[config.mk]
export PLATFORM = sky130hd
export DESIGN_NAME = aplnat_ctrl
export DESIGN_NICKNAME = d
export VERILOG_FILES = /design/src/design/aplnat_pkg.sv /design/src/design/aplnat_ctrl.sv
export VERILOG_INCLUDE_DIRS = /design/src /design/src/design
export SDC_FILE = /design/constraint.sdc
export NUM_CORES = 1
export LEC_CHECK = 0
export ABC_AREA = 1
export BUFFER_PORTS_ARGS = -buffer_cell sky130_fd_sc_hd__buf_4
export CAP_MARGIN = 20
export CORE_AREA = 10 10 47 49
export CTS_BUF_LIST = sky130_fd_sc_hd__clkbuf_8
export DETAILED_ROUTE_END_ITERATION = 8
export DIE_AREA = 0 0 57 59
export GPL_TIMING_DRIVEN = 0
export PLACE_DENSITY_LB_ADDON = 0.1
export SYNTH_ARGS = -nofsm -noshare
export SYNTH_HDL_FRONTEND = slang
export SYNTH_SLANG_ARGS = --single-unit
export TNS_END_PERCENT = 5
[constraint.sdc]
create_clock -name clk -period 1.7 [get_ports clk]
set_input_delay 0.34 -clock clk [delete_from_list [all_inputs] [get_ports clk]]
set_output_delay 0.34 -clock clk [all_outputs]
set_load 0.02 [all_outputs]
[src/design/assert_macros.svh]
// Assertion macros shared by the address pool RTL.
// No dependencies; SYNTH selects the empty bodies for synthesis.
`ifndef ASSERT_MACROS_SVH
`define ASSERT_MACROS_SVH
`ifndef SYNTH
`define APLNAT_ASSERT(lbl, clk, rstn, prop, msg) \
  lbl: assert property (@(posedge clk) disable iff (!(rstn)) (prop)) else $error(msg);
`define APLNAT_NEVER(lbl, clk, rstn, expr, msg) \
  lbl: assert property (@(posedge clk) disable iff (!(rstn)) !(expr)) else $error(msg);
`else
`define APLNAT_ASSERT(lbl, clk, rstn, prop, msg)
`define APLNAT_NEVER(lbl, clk, rstn, expr, msg)
`endif
`endif

[src/design/aplnat_pkg.sv]
// Types, constants and codes for the NAT address pool with lease timeout.
// Used by the controller, the datapath and the top level.
`default_nettype none
package aplnat_pkg;

  localparam int unsigned POOL_SIZE_DEF = 256;
  localparam logic [31:0] LEASE_RESET = 32'd300;
  localparam logic [31:0] POOL_BASE_RESET = 32'hC0A8_6400;  // 192.168.100.0

  localparam int unsigned CFG_IDX_W = 1;
  localparam logic [CFG_IDX_W-1:0] CFG_LEASE_TIMEOUT = 1'b0;
  localparam logic [CFG_IDX_W-1:0] CFG_POOL_BASE = 1'b1;

  localparam logic [1:0] ST_FOUND = 2'd0;
  localparam logic [1:0] ST_NEW = 2'd1;
  localparam logic [1:0] ST_FULL = 2'd2;
  localparam logic [1:0] ST_OUTSIDE = 2'd3;

  localparam logic OP_TUNNEL = 1'b0;
  localparam logic OP_CLIENT = 1'b1;

  typedef struct packed {
    logic        op;
    logic [31:0] now;
    logic [31:0] local_addr;
    logic [31:0] inner_addr;
    logic [31:0] outer_addr;
    logic [15:0] outer_port;
  } in_req_t;

  typedef struct packed {
    logic [1:0]  status;
    logic [31:0] mapped_addr;
    logic [31:0] dest_outer_addr;
    logic [15:0] dest_outer_port;
  } out_res_t;

  typedef struct packed {
    logic [31:0] inner_addr;
    logic [31:0] outer_addr;
    logic [15:0] outer_port;
    logic [31:0] last_seen;
  } slot_t;

  typedef enum logic [2:0] {
    S_CLEAR,
    S_IDLE,
    S_TUN,
    S_TUN_WR,
    S_SCAN,
    S_ALLOC
  } state_t;

  typedef enum logic [1:0] {
    RD_NONE,
    RD_SCAN,
    RD_TUN
  } rd_sel_t;

  typedef enum logic [1:0] {
    WR_NONE,
    WR_ZERO,
    WR_TOUCH,
    WR_ALLOC
  } wr_sel_t;

  typedef enum logic [2:0] {
    RES_TUN,
    RES_HIT,
    RES_NEW,
    RES_FULL,
    RES_OUTSIDE
  } res_sel_t;

  typedef struct packed {
    logic     load;
    logic     cnt_clr;
    logic     cnt_inc;
    logic     track;
    rd_sel_t  rd;
    wr_sel_t  wr;
    logic     finish;
    res_sel_t res;
  } cmd_t;

  typedef struct packed {
    logic in_range;
    logic scan_more;
    logic clr_last;
    logic hit;
    logic rd_last;
    logic avail_found;
  } sts_t;

endpackage
`default_nettype wire

[src/design/aplnat_ctrl.sv]
// Controller state machine of the address pool: clearing pass, tunnel
// lookup, client scan and allocation. Uses aplnat_pkg.
`default_nettype none
`include "assert_macros.svh"
module aplnat_ctrl (
  input  wire logic             clk,
  input  wire logic             rst_n,
  input  wire logic             start,
  input  wire logic             in_op,
  input  wire aplnat_pkg::sts_t sts_i,
  output aplnat_pkg::cmd_t      cmd_o,
  output logic                  busy
);

  aplnat_pkg::state_t state_r;
  aplnat_pkg::state_t state_nxt;

  always_ff @(posedge clk) begin
    if (!rst_n) begin
      state_r <= aplnat_pkg::S_CLEAR;
    end else begin
      state_r <= state_nxt;
    end
  end

  // next state
  always_comb begin
    state_nxt = state_r;
    unique case (state_r)
      aplnat_pkg::S_CLEAR: begin
        if (sts_i.clr_last) state_nxt = aplnat_pkg::S_IDLE;
      end
      aplnat_pkg::S_IDLE: begin
        if (start) begin
          state_nxt = (in_op == aplnat_pkg::OP_CLIENT) ? aplnat_pkg::S_SCAN
                                                        : aplnat_pkg::S_TUN;
        end
      end
      aplnat_pkg::S_TUN: begin
        state_nxt = sts_i.in_range ? aplnat_pkg::S_TUN_WR : aplnat_pkg::S_IDLE;
      end
      aplnat_pkg::S_TUN_WR: begin
        state_nxt = aplnat_pkg::S_IDLE;
      end
      aplnat_pkg::S_SCAN: begin
        priority if (sts_i.hit) begin
          state_nxt = aplnat_pkg::S_IDLE;
        end else if (sts_i.rd_last) begin
          state_nxt = aplnat_pkg::S_ALLOC;
        end else begin
          state_nxt = aplnat_pkg::S_SCAN;
        end
      end
      aplnat_pkg::S_ALLOC: begin
        state_nxt = aplnat_pkg::S_IDLE;
      end
      default: begin
        state_nxt = aplnat_pkg::S_IDLE;
      end
    endcase
  end

  // outputs
  always_comb begin
    cmd_o = '{load: 1'b0, cnt_clr: 1'b0, cnt_inc: 1'b0, track: 1'b0,
              rd: aplnat_pkg::RD_NONE, wr: aplnat_pkg::WR_NONE,
              finish: 1'b0, res: aplnat_pkg::RES_FULL};
    busy  = 1'b1;
    unique case (state_r)
      aplnat_pkg::S_CLEAR: begin
        cmd_o.wr      = aplnat_pkg::WR_ZERO;
        cmd_o.cnt_inc = 1'b1;
      end
      aplnat_pkg::S_IDLE: begin
        busy = 1'b0;
        if (start) begin
          cmd_o.load    = 1'b1;
          cmd_o.cnt_clr = 1'b1;
        end
      end
      aplnat_pkg::S_TUN: begin
        if (sts_i.in_range) begin
          cmd_o.rd = aplnat_pkg::RD_TUN;
        end else begin
          cmd_o.finish = 1'b1;
          cmd_o.res    = aplnat_pkg::RES_OUTSIDE;
        end
      end
      aplnat_pkg::S_TUN_WR: begin
        cmd_o.wr     = aplnat_pkg::WR_TOUCH;
        cmd_o.finish = 1'b1;
        cmd_o.res    = aplnat_pkg::RES_TUN;
      end
      aplnat_pkg::S_SCAN: begin
        cmd_o.track = 1'b1;
        if (sts_i.scan_more) begin
          cmd_o.rd      = aplnat_pkg::RD_SCAN;
          cmd_o.cnt_inc = 1'b1;
        end
        if (sts_i.hit) begin
          cmd_o.wr     = aplnat_pkg::WR_TOUCH;
          cmd_o.finish = 1'b1;
          cmd_o.res    = aplnat_pkg::RES_HIT;
        end
      end
      aplnat_pkg::S_ALLOC: begin
        cmd_o.finish = 1'b1;
        if (sts_i.avail_found) begin
          cmd_o.wr  = aplnat_pkg::WR_ALLOC;
          cmd_o.res = aplnat_pkg::RES_NEW;
        end else begin
          cmd_o.res = aplnat_pkg::RES_FULL;
        end
      end
      default: begin
        busy = 1'b1;
      end
    endcase
  end

  `APLNAT_ASSERT(a_accept_dispatch, clk, rst_n, (state_r == aplnat_pkg::S_IDLE && start) |=> (state_r == aplnat_pkg::S_TUN || state_r == aplnat_pkg::S_SCAN), "accepted request not dispatched")
  `APLNAT_ASSERT(a_finish_to_idle, clk, rst_n, cmd_o.finish |=> (state_r == aplnat_pkg::S_IDLE), "finish did not return to idle")

endmodule
`default_nettype wire

; ---- Word level (Yosys, flattened, before mapping)
; Cells that the tools add are included.
[totals]
ff_bits = 3
inputBits = 10
output_inout_bits = 13
[op_classes]
eq_ne = 7
n_mux = 22
n_reduce_logical = 2
[ops]
columns = operator, count
row1 = $pmux W4 S4, 1
row2 = $mux W3, 4
row3 = $pmux W3 S4, 1
row4 = $mux W2, 5
row5 = $pmux W2 S4, 1
row6 = $eq A3 B2 Y1 const B, 2
row7 = $eq A3 B3 Y1 const B, 2
row8 = $mux W1, 6
row9 = $mux W6, 1
row10 = $mux W4, 1
row11 = $ne A2 B2 Y1 const B, 2
row12 = $pmux W2 S2, 1
row13 = $eq A3 B1 Y1 const B, 1
row14 = $logic_not A3 Y1, 1
row15 = $pmux W1 S2, 1
row16 = $reduce_and A2 Y1, 1

; ---- Longest topological paths before layout
[depth]
ltp_word = 3
depth_mapped = 8

; ---- Least setup slack after synthesis
; No wires, ideal clock.
[synth_path]
path_kind = register -> output
start = register state_r[0]
end = output cmd_o[11] (netlist name)
arrival_ns = 1.245
required_ns = 1.360
setup_slack_ns = 0.115
stages_incl_launch_ff = 6
n_path_buf = 1
path_cell_list = dfxtp_1 inv_2 nor2_4 nand2_4 nor2_1 buf_4
[synth_lines]
columns = item, line_no
row1 = start: declaration, aplnat_ctrl.sv:15  ; aplnat_pkg::state_t state_r;
row2 = start signal: assignment, aplnat_ctrl.sv:20  ; state_r <= aplnat_pkg::S_CLEAR;
row3 = start signal: assignment, aplnat_ctrl.sv:22  ; state_r <= state_nxt;
row4 = end: declaration, aplnat_ctrl.sv:11  ; output aplnat_pkg::cmd_t cmd_o,

==> results by group <==
Power and ir drop
  • Static Leak: 0.331 nW
  • P_int: 311 uW
  • Switching share of power: 35.0%
  • Clock power frac: 42.4%
  • Combinational Power Share: 39.1%
  • Seq pwr share: 18.5%
  • VDD IR max: 0.356 mV
  • PD cells: 821 nW/um^2
  • P_sw: 168 uW
  • Power Total: 479 uW

Placed design
  • Placed inst area: 524 sq um
  • HPWL Detailed: 917 microns
  • Port buffer count: 22
  • GPL Wtd Cong: 0.768

Logic synthesis
  • Flops & latches, synth: 3
  • Yosys cell types: 18
  • Synthesized cell area: 339 sq um
  • Post-Syn Instances: 57
  • Yosys warnings: 0
  • Synthesized Nets: 67
  • Sequential area share after synthesis: 17.7%
  • Mean area per synthesized cell: 5.95 sq um

STA
  • Final setup violation count: 0
  • Period minus WS final: 1.62 ns
  • Slew headroom: 88.7%
  • Max Fclk: 618 MHz
  • Max-slew violations: 0
  • Final hold vios: 0
  • Period utilization: 95.1%
  • Final Skew: 0.000897 ns
  • Slew at the pin closest to its max-slew limit: 0.170 ns
  • RSZ-0062 raised after global routing: yes

Worst hold path
  • Hold-critical path depth: 3
  • Min-delay src: rst_n
  • Worst hold path type: in -> reg
  • Worst Hold Path EP: state_r[2]

Finish
  • Max FFs per register: 3
  • Fraction of layout cells with a size suffix above 1: 54.2%
  • Top reg by flops: state_r
  • Post-route cell area: 583 sq um
  • # diodes: 0
  • Nets: 94
  • Layout area overhead: 72.0%
  • Largest registers: state_r x3

Route
  • DR vias/cell: 4.26
  • WL final: 1080 microns
  • DRC violations left: 0
  • Antenna Violating Nets Remaining: 0
  • DR pass1 iterations: 4
  • Vias: 422
  • DR WL/cell: 10.9 microns
  • Initial DRC count: 6

Floorplan
  • Die Area: 3360 sq um
  • Core area: 1400 sq um
  • Starting Density: 24.2%
  • Row Count: 14
  • Count of boundary I/O pins: 23
  • Die width: 57 microns
  • Die Y: 59 microns

Global route
  • M3 GR Usage: 2.15%
  • Vias in the first global route: 441
  • GRT met2 Usage: 10.9%
  • Largest net degree at the start of global routing: 7
  • Busiest grt layer: met2
  • GRT Residual Overflow: 0
  • Overall Global Routing Usage: 6.81%
  • Antenna violations before repair: 0
  • First-pass GRT wire length: 1900 microns
  • Grt met1 use: 7.79%

Critical path
  • Required @ worst endpoint: 1.36 ns
  • Worst R2R Start: state_r[0]
  • Worst setup SP type: register
  • Setup CP Type: reg -> out
  • R2R depth: 7
  • Reg2reg setup slack: 0.66 ns
  • Reg2reg end: state_r[0]
  • Setup crit end kind: output port
  • Crit path DAT: 1.28 ns
  • Crit path max fanout: 5

Clock network
  • CTS sink cnt: 3
  • Worst-Skew Late Latency: 0.22 ns
  • Clock buffer depth: 2
  • Hold Buf Count CTS: 0
  • CTS tree: yes
  • Root buf cell: clkbuf_8
  • Total CTS buffers: 3
  • Post-CTS Setup Inserts: 0
  • H-tree levels: 1
  • Clk pin slew, worst setup/hold paths: 0.03 ns

Job
  • Max-cap violations: 0

Status
  • Status: finished clean
## power by group through the flow
stage	Combinational (mW)	Clock (mW)	Sequential [mW]
after floorplan	0.114	0	0.0852
after global placement	0.188	0	0.0865
after detailed placement	0.186	0	0.0866
after CTS	0.187	0.211	0.0859
after global routing	0.207	0.211	0.0896
final	0.187	0.203	0.0887
## timing repair
action                                  CTS  global route
endpoints found under the setup margin    2             5
gates resized for setup                   1             5
endpoints found under the hold margin     0             0
## placed cells by master, fill, tap and decap left out, types with 2 or more instances in the layout
master,instances
inv_2,4
inv_1,9
nor2_1,5
nor2_4,2
nand3_2,3
clkbuf_8,3
nand3_1,6
nand2_2,2
nor2_2,2
buf_4,23
dfxtp_2,3
nand2_1,11
o211ai_1,2
o21ai_1,2
## Yosys cell counts
cell	instances	area, sq um
buf_4	1	7.51
dfxtp_1	3	60.1
o21ai_1	2	10.0
nand3b_1	1	7.51
nand2_4	1	11.3
a21oi_1	1	5.00
inv_2	5	18.8
o21ai_0	1	5.00
inv_1	8	30.0
nand2_2	2	12.5
o211ai_1	2	15.0
a21oi_2	1	8.76
nand2_1	11	41.3
nand3_2	3	30.0
nor2_4	1	11.3
nand3_1	6	30.0
nor2_2	2	12.5
nor2_1	6	22.5
## cell families after synthesis
logic type / after synthesis / synth area share, %
AOI/OAI and AO/OA: 7 / 12.9
buffers and inverters: 14 / 16.6
DFF: 3 / 17.7
and+or+nand+nor: 33 / 52.8
## per-stage QoR
step	setup slack, ns	setup TNS (ns)	util [%]	cells	hold WS, ns
6_report	0.0828	0	41.6	99	0.367
5_1_grt	-0.0156	-0.0182	41.6	99	0.392
4_1_cts	-0.00440	-0.00440	40.7	99	0.368
3_5_place_dp	0.199	0	37.4	95	0.595
3_3_place_gp	0.188	0	37.4	95	0.598
2_1_floorplan	0.115	0	-	57	0.473
## how the worst max path moves through the flow
stage / from / to / slack (ns) / cells after the start
after floorplan: state_r[0] / cmd_o[11] / 0.12 / 5
after global placement: state_r[2] / cmd_o[0] / 0.19 / 8
after detailed placement: state_r[2] / cmd_o[0] / 0.20 / 8
after CTS: state_r[1] / cmd_o[5] / -0.004 / 6
after global routing: state_r[0] / cmd_o[0] / -0.02 / 6
final: state_r[0] / cmd_o[0] / 0.08 / 5
## area by class of cell
class	count	area, sq um
fillers	177	818
plain buffers	1	7.51
multi-input cells	40	230
clock buffers	3	41.3
clock inverters	1	3.75
well taps	16	20.0
flip-flops and latches	3	63.8
repair buffers	22	165
inverters	13	51.3
## critical path, cell delays in order (launching register included)
cell and delay, ns:
dfxtp_2 0.36, inv_2 0.08, nor2_4 0.16, nand2_1 0.12, o211ai_1 0.17, buf_4 0.17
## routing by layer
| layer | wire, microns | share of wire (%) | vias to the layer above |
|---|---|---|---|
| met1 | 482 | 45 | 175 |
| met4 | 19 | 1.8 | 0 |
| met5 | 0 | 0 | - |
| li1 | - | - | 230 |
| met3 | 82 | 7.6 | 2 |
| met2 | 497 | 46 | 15 |
Power figures use the tool's default switching activity.
